===== src/rtl/arp_cache_responder_defines.svh =====
// ----------------------------------------------------------------------------
// ARP cache responder assertion macros
// Shared property wrappers for the top level checks.
// ----------------------------------------------------------------------------
`ifndef ARP_CACHE_RESPONDER_DEFINES_SVH
`define ARP_CACHE_RESPONDER_DEFINES_SVH

// implication checked every clock, masked in reset
`define ARPC_ASSERT_IMP(label, ante, cons, msg) \
  label: assert property (@(posedge clk) disable iff (!rst_n) (ante) |-> (cons)) \
    else $error(msg);

// next-cycle implication
`define ARPC_ASSERT_NEXT(label, ante, cons, msg) \
  label: assert property (@(posedge clk) disable iff (!rst_n) (ante) |=> (cons)) \
    else $error(msg);

`endif


===== src/rtl/arpc_pkg.sv =====
// ----------------------------------------------------------------------------
// ARP cache package
// Types, opcodes and status codes for the ARP cache responder.
// ----------------------------------------------------------------------------
package arpc_pkg;

  localparam int unsigned LIFETIME_RESET = 300;
  localparam int unsigned TICK_MS        = 1000;

  typedef enum logic [2:0] {
    OP_PACKET = 3'd0,
    OP_SET    = 3'd1,
    OP_DELETE = 3'd2,
    OP_STATIC = 3'd3,
    OP_LOOKUP = 3'd4,
    OP_TICK   = 3'd5
  } arpc_op_t;

  typedef enum logic [2:0] {
    ST_OK       = 3'd0,
    ST_NOTFOUND = 3'd1,
    ST_INVALID  = 3'd2,
    ST_REPLY    = 3'd3,
    ST_FULL     = 3'd4
  } arpc_status_t;

  localparam logic [15:0] HW_ETHERNET = 16'h0001;
  localparam logic [15:0] PROTO_IPV4  = 16'h0800;
  localparam logic [7:0]  HW_LEN_ETH  = 8'd6;
  localparam logic [7:0]  PROTO_LEN_IP = 8'd4;
  localparam logic [15:0] AOP_REQUEST = 16'd1;
  localparam logic [15:0] AOP_REPLY   = 16'd2;

  typedef enum logic [2:0] {
    S_IDLE,
    S_SCAN,
    S_APPLY,
    S_AGE,
    S_DONE
  } arpc_state_t;

  typedef struct packed {
    logic [2:0]  opcode;
    logic [31:0] key_ip;
    logic [47:0] mac_in;
    logic [31:0] sender_ip_in;
    logic [15:0] hw_type;
    logic [15:0] proto_type;
    logic [7:0]  hw_len;
    logic [7:0]  proto_len;
    logic [15:0] arp_operation;
    logic        length_ok;
    logic [3:0]  device_index;
  } arpc_in_t;

  typedef struct packed {
    logic [2:0]  status;
    logic [47:0] mac_out;
    logic [31:0] reply_sender_ip;
    logic [47:0] reply_target_mac;
    logic [31:0] reply_target_ip;
    logic [3:0]  reply_device;
  } arpc_out_t;

  // slot scan result, one slot per cycle
  typedef struct packed {
    logic hit;
    logic free_found;
  } arpc_scan_t;

endpackage


===== src/rtl/arpc_if.sv =====
// ----------------------------------------------------------------------------
// ARP cache channel interface
// Valid/ready channel carrying one beat of payload type.
// ----------------------------------------------------------------------------
interface arpc_if #(parameter type T = logic) ();
  logic valid;
  logic ready;
  T     data;
  modport source (output valid, output data, input ready);
  modport sink   (input valid, input data, output ready);
endinterface


===== src/rtl/arpc_table.sv =====
// ----------------------------------------------------------------------------
// ARP cache slot table
// Per-slot registers with one shared port: slot read, write, clear, static mark, age step.
// ----------------------------------------------------------------------------
module arpc_table #(
  parameter int unsigned ENTRIES = 16,
  parameter int unsigned IW = (ENTRIES > 1) ? $clog2(ENTRIES) : 1
) (
  input  logic          clk,
  input  logic          rst_n,
  input  logic [IW-1:0] idx,
  input  logic          wr_en,
  input  logic [31:0]   wr_ip,
  input  logic [47:0]   wr_mac,
  input  logic          clr_valid,
  input  logic          set_static,
  input  logic          age_en,
  input  logic [15:0]   wr_ticks,
  output logic          rd_valid,
  output logic [31:0]   rd_ip,
  output logic [47:0]   rd_mac
);
  logic [ENTRIES-1:0] valid_r;
  logic [ENTRIES-1:0] static_r;
  logic [31:0] ip_r [ENTRIES];
  logic [47:0] mac_r [ENTRIES];
  logic [15:0] ticks_r [ENTRIES];

  assign rd_valid = valid_r[idx];
  assign rd_ip    = ip_r[idx];
  assign rd_mac   = mac_r[idx];

  always_ff @(posedge clk) begin
    if (!rst_n) begin
      valid_r <= '0;
    end else if (wr_en) begin
      valid_r[idx] <= 1'b1;
    end else if (clr_valid) begin
      valid_r[idx] <= 1'b0;
    end else if (age_en && valid_r[idx] && !static_r[idx] && ticks_r[idx] <= 16'd1) begin
      valid_r[idx] <= 1'b0;
    end
  end

  always_ff @(posedge clk) begin
    if (wr_en) begin
      ip_r[idx]     <= wr_ip;
      mac_r[idx]    <= wr_mac;
      static_r[idx] <= 1'b0;
      ticks_r[idx]  <= wr_ticks;
    end else if (set_static) begin
      static_r[idx] <= 1'b1;
    end else if (age_en && valid_r[idx] && !static_r[idx] && ticks_r[idx] > 16'd1) begin
      ticks_r[idx] <= ticks_r[idx] - 16'd1;
    end
  end
endmodule


===== src/rtl/arp_cache_responder.sv =====
// Bad packets, response packets and unknown opcodes go from scan straight to done;
// ticks and table operations step the slots one per cycle.
// Throughput: one item at a time, ready only in idle; a new beat is taken in
// the cycle its predecessor's result is presented. Done waits while an untaken
// result sits in the output register. Reset clears valid bits and control;
// lifetime is 300.
// ----------------------------------------------------------------------------
// ARP cache responder top level
// Sequencer over the slot table: search, set, delete, mark, lookup, age.
// ----------------------------------------------------------------------------
module arp_cache_responder #(
  parameter int unsigned ENTRIES = 16
) (
  input  logic        clk,
  input  logic        rst_n,
  arpc_if.sink        in_ch,
  arpc_if.source      out_ch,
  input  logic        cfg_we,
  input  logic [15:0] cfg_wdata
);
  import arpc_pkg::*;
  `include "arp_cache_responder_defines.svh"

  localparam int unsigned IW = (ENTRIES > 1) ? $clog2(ENTRIES) : 1;
  localparam int unsigned CW = $clog2(ENTRIES + 1);

  arpc_state_t state_r, state_nxt;
  arpc_in_t    item_r;
  arpc_out_t   res_r, res_nxt;
  arpc_out_t   out_r;
  logic        out_valid_r;
  logic        out_load;
  logic [15:0] life_r;
  logic [CW-1:0] cnt_r, cnt_nxt;
  logic [IW-1:0] hit_idx_r, free_idx_r;
  arpc_scan_t  found_r, found_nxt;
  logic [IW-1:0] hit_idx_nxt, free_idx_nxt;

  logic [IW-1:0] t_idx;
  logic t_wr, t_clr, t_stat, t_age, rd_valid;
  logic [31:0] rd_ip;
  logic [47:0] rd_mac;
  logic pkt_ok;

  arpc_table #(.ENTRIES(ENTRIES), .IW(IW)) u_table (
    .clk, .rst_n, .idx(t_idx), .wr_en(t_wr), .wr_ip(item_r.key_ip),
    .wr_mac(item_r.mac_in), .clr_valid(t_clr), .set_static(t_stat),
    .age_en(t_age), .wr_ticks(life_r), .rd_valid, .rd_ip, .rd_mac
  );

  assign pkt_ok = item_r.length_ok && item_r.hw_type == HW_ETHERNET &&
                  item_r.proto_type == PROTO_IPV4 && item_r.hw_len == HW_LEN_ETH &&
                  item_r.proto_len == PROTO_LEN_IP &&
                  (item_r.arp_operation == AOP_REQUEST || item_r.arp_operation == AOP_REPLY);

  assign out_load     = (state_r == S_DONE) && (!out_valid_r || out_ch.ready);
  assign in_ch.ready  = (state_r == S_IDLE);
  assign out_ch.valid = out_valid_r;
  assign out_ch.data  = out_r;

  always_ff @(posedge clk) begin
    if (!rst_n) begin
      life_r <= 16'(LIFETIME_RESET);
    end else if (cfg_we) begin
      life_r <= cfg_wdata;
    end
  end

  // next state
  always_comb begin
    state_nxt = state_r;
    unique case (state_r)
      S_IDLE: if (in_ch.valid && in_ch.ready) state_nxt = S_SCAN;
      S_SCAN: begin
        if (item_r.opcode == OP_TICK) state_nxt = S_AGE;
        else if (item_r.opcode > OP_TICK) state_nxt = S_DONE;
        else if (item_r.opcode == OP_PACKET &&
                 (!pkt_ok || item_r.arp_operation != AOP_REQUEST)) state_nxt = S_DONE;
        else if (cnt_r == CW'(ENTRIES - 1)) state_nxt = S_APPLY;
      end
      S_AGE:   if (cnt_r == CW'(ENTRIES - 1)) state_nxt = S_DONE;
      S_APPLY: state_nxt = S_DONE;
      S_DONE:  if (out_load) state_nxt = S_IDLE;
      default: state_nxt = S_IDLE;
    endcase
  end

  // datapath and table control
  always_comb begin
    cnt_nxt      = cnt_r;
    found_nxt    = found_r;
    hit_idx_nxt  = hit_idx_r;
    free_idx_nxt = free_idx_r;
    res_nxt      = res_r;
    t_idx = cnt_r[IW-1:0];
    t_wr = 1'b0; t_clr = 1'b0; t_stat = 1'b0; t_age = 1'b0;
    unique case (state_r)
      S_IDLE: begin
        cnt_nxt   = '0;
        found_nxt = '0;
        res_nxt   = '0;
      end
      S_SCAN: begin
        cnt_nxt = cnt_r + CW'(1);
        if (rd_valid && rd_ip == item_r.key_ip && !found_r.hit) begin
          found_nxt.hit = 1'b1;
          hit_idx_nxt   = cnt_r[IW-1:0];
        end
        if (!rd_valid && !found_r.free_found) begin
          found_nxt.free_found = 1'b1;
          free_idx_nxt         = cnt_r[IW-1:0];
        end
        if (item_r.opcode > OP_TICK) res_nxt.status = ST_INVALID;
        else if (item_r.opcode == OP_PACKET && !pkt_ok) res_nxt.status = ST_INVALID;
        else if (item_r.opcode == OP_TICK) cnt_nxt = '0;
      end
      S_AGE: begin
        t_age   = 1'b1;
        cnt_nxt = cnt_r + CW'(1);
      end
      S_APPLY: begin
        t_idx = hit_idx_r;
        case (item_r.opcode)
          OP_PACKET: begin
            if (found_r.hit) begin
              res_nxt.status           = ST_REPLY;
              res_nxt.mac_out          = rd_mac;
              res_nxt.reply_sender_ip  = rd_ip;
              res_nxt.reply_target_mac = item_r.mac_in;
              res_nxt.reply_target_ip  = item_r.sender_ip_in;
              res_nxt.reply_device     = item_r.device_index;
            end else begin
              res_nxt.status = ST_NOTFOUND;
            end
          end
          OP_SET: begin
            if (found_r.hit) begin
              t_wr = 1'b1;
            end else if (found_r.free_found) begin
              t_idx = free_idx_r;
              t_wr  = 1'b1;
            end else begin
              res_nxt.status = ST_FULL;
            end
          end
          OP_DELETE: begin
            if (found_r.hit) t_clr = 1'b1;
            else res_nxt.status = ST_NOTFOUND;
          end
          OP_STATIC: begin
            if (found_r.hit) t_stat = 1'b1;
            else res_nxt.status = ST_NOTFOUND;
          end
          OP_LOOKUP: begin
            if (found_r.hit) res_nxt.mac_out = rd_mac;
            else res_nxt.status = ST_NOTFOUND;
          end
          default: res_nxt.status = ST_INVALID;
        endcase
      end
      S_DONE: begin
      end
      default: begin
      end
    endcase
  end

  always_ff @(posedge clk) begin
    if (!rst_n) begin
      state_r     <= S_IDLE;
      out_valid_r <= 1'b0;
      cnt_r       <= '0;
      found_r     <= '0;
    end else begin
      state_r <= state_nxt;
      cnt_r   <= cnt_nxt;
      found_r <= found_nxt;
      if (out_load) out_valid_r <= 1'b1;
      else if (out_ch.ready) out_valid_r <= 1'b0;
    end
  end

  always_ff @(posedge clk) begin
    hit_idx_r  <= hit_idx_nxt;
    free_idx_r <= free_idx_nxt;
    res_r      <= res_nxt;
    if (out_load) out_r <= res_r;
    if (in_ch.valid && in_ch.ready) item_r <= in_ch.data;
  end

  `ARPC_ASSERT_IMP(a_ready_idle, in_ch.ready, state_r == S_IDLE,
    "ready outside idle")
  `ARPC_ASSERT_NEXT(a_done_valid, state_r == S_DONE, out_valid_r,
    "result not presented after done")
  `ARPC_ASSERT_IMP(a_one_write, t_wr, !t_clr && !t_stat && !t_age,
    "conflicting table commands")
  `ARPC_ASSERT_NEXT(a_out_hold, out_valid_r && !out_ch.ready, out_valid_r && $stable(out_r),
    "result beat changed while waiting")
endmodule

===== src/flat_wrapper.sv =====
// flat-port wrapper written by rule: the top's interface ports become plain ports
module arp_cache_responder_flat import arpc_pkg::*;
#(
  parameter int unsigned ENTRIES = 16
)
  (clk, rst_n, cfg_we, cfg_wdata, in_ch_valid, in_ch_data, in_ch_ready, out_ch_valid, out_ch_data, out_ch_ready);
  arpc_if in_ch_i ();
  arpc_if out_ch_i ();
  input  logic clk;
  input  logic rst_n;
  input  logic cfg_we;
  input  logic [15:0] cfg_wdata;
  input wire logic [$bits(in_ch_i.valid)-1:0] in_ch_valid;
  input wire logic [$bits(in_ch_i.data)-1:0] in_ch_data;
  output wire logic [$bits(in_ch_i.ready)-1:0] in_ch_ready;
  output wire logic [$bits(out_ch_i.valid)-1:0] out_ch_valid;
  output wire logic [$bits(out_ch_i.data)-1:0] out_ch_data;
  input wire logic [$bits(out_ch_i.ready)-1:0] out_ch_ready;
  assign in_ch_i.valid = in_ch_valid;
  assign in_ch_i.data = in_ch_data;
  assign in_ch_ready = in_ch_i.ready;
  assign out_ch_valid = out_ch_i.valid;
  assign out_ch_data = out_ch_i.data;
  assign out_ch_i.ready = out_ch_ready;
  arp_cache_responder #(.ENTRIES(ENTRIES)) u_core (.clk(clk), .rst_n(rst_n), .in_ch(in_ch_i), .out_ch(out_ch_i), .cfg_we(cfg_we), .cfg_wdata(cfg_wdata));
endmodule

===== config.mk =====
export PLATFORM = sky130hd
export DESIGN_NAME = arp_cache_responder_flat
export DESIGN_NICKNAME = d
export VERILOG_FILES = /design/src/rtl/arpc_pkg.sv /design/src/rtl/arpc_if.sv /design/src/rtl/arpc_table.sv /design/src/rtl/arp_cache_responder.sv /design/src/flat_wrapper.sv
export VERILOG_INCLUDE_DIRS = /design/src /design/src/rtl
export SDC_FILE = /design/constraint.sdc
export NUM_CORES = 1
export LEC_CHECK = 0
export BUFFER_PORTS_ARGS = -buffer_cell sky130_fd_sc_hd__buf_2
export CORE_AREA = 10 10 47 49
export DETAILED_ROUTE_END_ITERATION = 8
export DIE_AREA = 0 0 57 59
export GPL_TIMING_DRIVEN = 0
export SLEW_MARGIN = 0
export SYNTH_ARGS = -nofsm -noshare
export SYNTH_HDL_FRONTEND = slang
export SYNTH_SLANG_ARGS = --single-unit
export TNS_END_PERCENT = 5

===== constraint.sdc =====
create_clock -name clk -period 1 [get_ports clk]
set_clock_uncertainty 0.15 [all_clocks]
set_input_delay 0.15 -clock clk [delete_from_list [all_inputs] [get_ports clk]]
set_output_delay 0.15 -clock clk [all_outputs]
set_load 0.01 [all_outputs]

==> Word-level counts from Yosys, hierarchy flattened <==
Memories as Yosys holds them, arrays and structs flattened.
Cells that the tools add are included.
{ "word_totals": {"romBits": 16, "output_inout_bits": 3, "memories": 2, "wordCells": 82, "mem_bits_rw": 256, "in_bits": 22, "reg_bits": 34} }
{ "op_classes": {"bitwise_logic": 2, "reduce_logical": 29, "n_addsub": 2, "n_eq_ne": 11, "mux": 22, "n_lt_le_gt_ge": 4} }
{ "mem_list": {"columns": ["name", "words", "width", "rd", "rd_clocked_by_memory_dff", "wr", "line_no", "text"], "rows": [
  ["u_core.u_table.ticks_r", 16, 16, 1, 0, 1, "arpc_table.sv:27", "logic [15:0] ticks_r [ENTRIES];"],
  ["(name not given)", 16, 1, 1, 0, 0, "arpc_table.sv:53", "end else if (age_en && valid_r[idx] && !static_r[idx] && ticks_r[idx] > 16'd1) begin"]
]} }
{ "ops": {"columns": ["op", "n"], "rows": [
  ["$logic_not A32 Y1 const A", 1],
  ["$and A16 B16 Y16", 1],
  ["$gt A16 B1 Y1 const B", 1],
  ["$le A16 B1 Y1 const B", 1],
  ["$mux W16", 1],
  ["$not A16 Y16", 1],
  ["$sub A16 B1 Y16 const B", 1],
  ["$pmux W3 S4", 1],
  ["$mux W1", 11],
  ["$logic_and A1 B1 Y1", 10],
  ["$ne A2 B1 Y1 const B", 5],
  ["$pmux W5 S2", 1],
  ["$mux W3", 3],
  ["$reduce_and A2 Y1", 4],
  ["$eq A3 B2 Y1 const B", 2],
  ["$reduce_bool A2 Y1", 3],
  ["$add A5 B1 Y5 const B", 1],
  ["$eq A5 B4 Y1 const B", 1],
  ["$logic_not A1 Y1", 5],
  ["$lt A4 B5 Y1 const B", 1],
  ["$bmux W1 S4", 1],
  ["$demux W1 S4", 1],
  ["$ge A4 B1 Y1 const B", 1],
  ["$mux W4", 1],
  ["10 further kinds", 11]
]} }

==> Longest topological paths before layout <==
{ "depth": {"ltp_word": 9, "depth_mapped": 2, "mapped_depth_nobuf": 2} }

==> Worst setup path after synthesis <==
OpenSTA, ideal clock, no wires.
{ "synth_timing": {"path_kind": "reg2reg", "from": "reg u_core.out_valid_r, in the netlist u_core.out_ch.valid", "to": "reg u_core.state_r[2]", "setup_ns": 0.058, "setup_slack_ns": 0.034, "required_time_ns": 0.792, "path_stages_with_launch": 3, "period_less_slack_ns": 0.966, "path_buffers": 0, "arrival_time_ns": 0.759, "path_cell_list": "dfxtp_1 nor4bb_1 o21a_1"} }
{ "synth_between": {"elab_chain_cells": 5} }
{ "synth_rtl": {"columns": ["element", "line_no", "text"], "rows": [
  ["start: declaration", "arp_cache_responder.sv:31", "logic out_valid_r;"],
  ["start signal: assignment", "arp_cache_responder.sv:171", "out_valid_r <= 1'b0;"],
  ["start signal: assignment", "arp_cache_responder.sv:178", "if (out_load) out_valid_r <= 1'b1;"],
  ["start signal: assignment", "arp_cache_responder.sv:179", "else if (out_ch.ready) out_valid_r <= 1'b0;"],
  ["$logic_not A1 Y1", "arp_cache_responder.sv:56", "assign out_load = (state_r == S_DONE) && (!out_valid_r || out_ch.ready);"],
  ["$logic_or A1 B1 Y1", "arp_cache_responder.sv:56", null],
  ["$logic_and A1 B1 Y1", "arp_cache_responder.sv:56", null],
  ["$ne A2 B1 Y1 (no line)", null, null],
  ["$reduce_and A3 Y1 (no line)", null, null],
  ["end signal: assignment", "arp_cache_responder.sv:175", "state_r <= state_nxt;"],
  ["end: declaration", "arp_cache_responder.sv:27", "arpc_state_t state_r, state_nxt;"]
]} }
Every way passes these cells.
A chain may end at the register's enable or synchronous reset.

==> Worst setup path after layout <==
{ "layout_timing": {"from": "reg u_core.state_r[2]", "to": "out in_ch_ready"} }
{ "layout_between": {"elab_chain_cells": 1} }
{ "layout_rtl": {"columns": ["element", "line_no", "text"], "rows": [
  ["$logic_not A3 Y1", "arp_cache_responder.sv:57", "assign in_ch.ready = (state_r == S_IDLE);"],
  ["end: declaration", "flat_wrapper.sv:15", "output wire logic [$bits(in_ch_i.ready)-1:0] in_ch_ready;"]
]} }
Every way passes these cells.

==> impl_table.tex <==
\begin{tabular}{lr}
\hline
Metric & Value \\
\hline
\multicolumn{2}{l}{\textbf{Run status}} \\
Status & complete, but fails checks \\
Violated checks & setup timing \\
\multicolumn{2}{l}{\textbf{Power}} \\
Internal cell power & about 0.3 mW \\
Static power due to leakage & 0.0992 nW \\
Switching Power & 0.0825 mW \\
Power density over the cells & 1650 mW/mm2 \\
Fraction of power consumed by combinational cells & between 10\% and 20\% \\
Switching Share & 21.5\% \\
Max VDD drop & 0.264 mV \\
Sequential Power Share & 34.6\% \\
Clk pwr share & 54.9\% \\
\multicolumn{2}{l}{\textbf{Worst setup path}} \\
Critical path endpoint category & output port \\
Worst Path Arrival & 0.79 ns \\
Critical path's slowest cell & dfxtp\_2 \\
Endpoint required time on the critical path & 0.70 ns \\
Worst path top cell family by delay & flip-flops \\
Path type of the worst setup path & reg2out \\
Worst Path Buf+Inv & 1 \\
Worst setup SP type & flop \\
Largest fanout of any net on the critical path & 3 \\
Worst R2R Path Depth & 3 \\
Max incr delay on CP & 0.32 ns \\
Series of cell instances along the critical path & nor2\_2 -> buf\_2 \\
Depth of the critical timing path with buffers and inverters included & 2 \\
\multicolumn{2}{l}{\textbf{Logic synthesis}} \\
Distinct cells, synth & 10 \\
Yosys Warn Count & 0 \\
Register bit count reported by yosys & 3 \\
Seq/Total Area, Yosys & 48.0\% \\
Post-synthesis instance area & 125 um2 \\
Mapped Cells & 13 \\
Synth Net Count & 35 \\
Syn Area/Cell & 9.62 um2 \\
\multicolumn{2}{l}{\textbf{Clock tree}} \\
Maximum clock path buffer count & 2 \\
Clock tree from TritonCTS & done \\
Latest clock arrival within the worst-skew pair & 0.23 ns \\
Total number of clock tree sinks & 3 \\
Clock buffer count from CTS & 3 \\
Clock transition at the register clock pins on the worst setup and hold paths after CTS & 0.04 ns \\
Total number of H-tree levels & 1 \\
Clk Tree Root Cell & clkbuf\_4 \\
\multicolumn{2}{l}{\textbf{Global route}} \\
Antenna violations before repair & 0 \\
Maximum number of pins on one net before global-route repair & 5 \\
GR Layer Usage met2 & 2.64\% \\
Gr usage total & around 2.8\% \\
Via count of the first global-routing pass & around 140 \\
Global routing usage on met3 & 4.72\% \\
Wire length of the first global-routing pass & approximately 600 um \\
Final global-route overflow total & 0 \\
Busiest layer in global routing & met3 \\
GR Util met1 & 2.02\% \\
\multicolumn{2}{l}{\textbf{Placement}} \\
Port Buffer Count & 5 \\
Standard cell area after detailed placement & 170 um2 \\
Routability congestion estimate & 0.707 \\
HPWL after DPL & 246 um \\
\multicolumn{2}{l}{\textbf{STA}} \\
Aggregate negative setup slack & -0.124 ns \\
RSZ-0062 raised after global routing & yes \\
Number of hold violations in the final report & 0 \\
Highest achievable clock rate & between 900 and 1000 MHz \\
Min Tclk post-route & 1.09 ns \\
Share of the clock period used by the worst path & 109\% \\
Slew Limit Fails & 0 \\
Fin worst setup slack & -0.0914 ns \\
Final setup fails & 2 \\
\multicolumn{2}{l}{\textbf{Routing}} \\
Antenna Violating Nets Remaining & 0 \\
Residual DRC count & 0 \\
Vias & roughly 130 \\
Detailed Routing Iterations Pass 1 & 1 \\
WL per Instance & 9.45 um \\
Wirelength, routed & 378 um \\
Detail-routed via count per cell & around 3.2 \\
Detailed Route Iter0 Violations & 0 \\
\multicolumn{2}{l}{\textbf{Floorplanning}} \\
Starting density of the core & about 8.9\% \\
Number of placement rows & 14 \\
Total die area & 0.00336 mm2 \\
Die X-Extent & about 57 um \\
Die extent in y & just under 60 um \\
Number of I/O pins & 25 \\
Core area & between 0.001 and 0.0015 mm2 \\
\multicolumn{2}{l}{\textbf{Layout}} \\
ANT cells & 0 \\
Fill cell instance count of the final layout & roughly 160 \\
Area grow syn2layout & 86.0\% \\
Highest-count cells in the layout ignoring fill and taps & 4 x buf\_2, 3 x clkbuf\_4, 3 x dfxtp\_2, 2 x nand2b\_1, 2 x buf\_4 \\
Number of nets at the end of the flow & between 40 and 50 \\
Most common cell after layout, fill and taps aside & buf\_2 \\
Storage cell area & 63.8 um2 \\
Design area & 233 um2 \\
Proportion of layout cells with a drive suffix above 1 & 62.5\% \\
Total area of multi-input combinational cells & 66.3 um2 \\
\multicolumn{2}{l}{\textbf{Job}} \\
Max-capacitance violation count & 0 \\
\multicolumn{2}{l}{\textbf{Hold path}} \\
Hold Path Stages & 2 \\
Min-Delay Path Class & in2reg \\
\hline
\end{tabular}
## flip-flops by register name (all words and copies together) (netlist names)
signal and count:
u_core.state_r 2, u_core.out_ch.valid 1
## timing repair
| item | CTS | global route |
|---|---|---|
| cloned | 0 | 0 |
| endpoints found under the hold margin | 1 | 0 |
| pin swaps | 1 | 1 |
| resized for setup | 2 | 4 |
| hold buffers | 1 | 0 |
| endpoints found under the setup margin | 3 | 3 |
| setup buffers | 0 | 1 |
## area by class of cell
cell class / count / share of cell area, %
buffer: 1 / 3.23
multi-input combinational: 9 / 28.5
clock buffer: 4 / 11.3
tap: 16 / 8.60
sequential: 3 / 27.4
timing repair buffer: 7 / 21.0
## power by group through the flow
stage / registers [mW] / clock network, mW / logic (mW)
after floorplan: 0.132 / 0 / 0.0171
after global placement: 0.132 / 0 / 0.0304
after detailed placement: 0.132 / 0 / 0.0306
after CTS: 0.131 / 0.224 / 0.0340
after global routing: 0.134 / 0.237 / 0.0447
final: 0.133 / 0.211 / 0.0402
## metal layers
metal | vias to the layer above | part of all wire, %
met1 | 62 | 37
li1 | 63 | -
met3 | 0 | 11
met5 | - | 0
met4 | 0 | 0
met2 | 4 | 51
## stage by stage
stage                     utilization, %  std cells  hold WS [ns]  setup WS (ns)  total power, mW
after floorplan                        -         13         0.118         0.0336            0.149
after global placement              12.1         34         0.237         0.0495            0.162
after detailed placement            12.1         34         0.242        0.00556            0.163
after CTS                           14.9         39       0.00772         -0.117            0.389
after global routing                16.6         40        0.0181         -0.154            0.416
final                               16.6         40        0.0199        -0.0914            0.384
## Yosys cell counts
| master | count | area (um2) |
|---|---|---|
| dfxtp_1 | 3 | 60.1 |
| nand2b_1 | 2 | 12.5 |
| a21boi_1 | 1 | 7.51 |
| and3_1 | 1 | 6.26 |
| buf_4 | 1 | 7.51 |
| conb_1 | 1 | 3.75 |
| nor2_1 | 1 | 3.75 |
| nor2b_1 | 1 | 6.26 |
| nor4bb_1 | 1 | 10.0 |
| o21a_1 | 1 | 7.51 |
## kinds of logic after synthesis
logic type / share of synthesized area [%]
compound gates: 12.0
buf+inv: 6.00
flops: 48.0
other cells: 3.00
simple gates: 31.0
## worst paths after layout
check                                         from                                to  slack, ns
hold / removal                         in_ch_valid    u_core.state_r[0]$_SDFFE_PN0P_       0.02
setup reg to reg    u_core.state_r[2]$_SDFFE_PN0P_    u_core.state_r[2]$_SDFFE_PN0P_      -0.03
setup / recovery    u_core.state_r[2]$_SDFFE_PN0P_                       in_ch_ready      -0.09
hold reg to reg   u_core.out_ch.valid$_SDFFE_PN0P_  u_core.out_ch.valid$_SDFFE_PN0P_       0.34
Note: power is estimated with default switching activity, not from simulation.
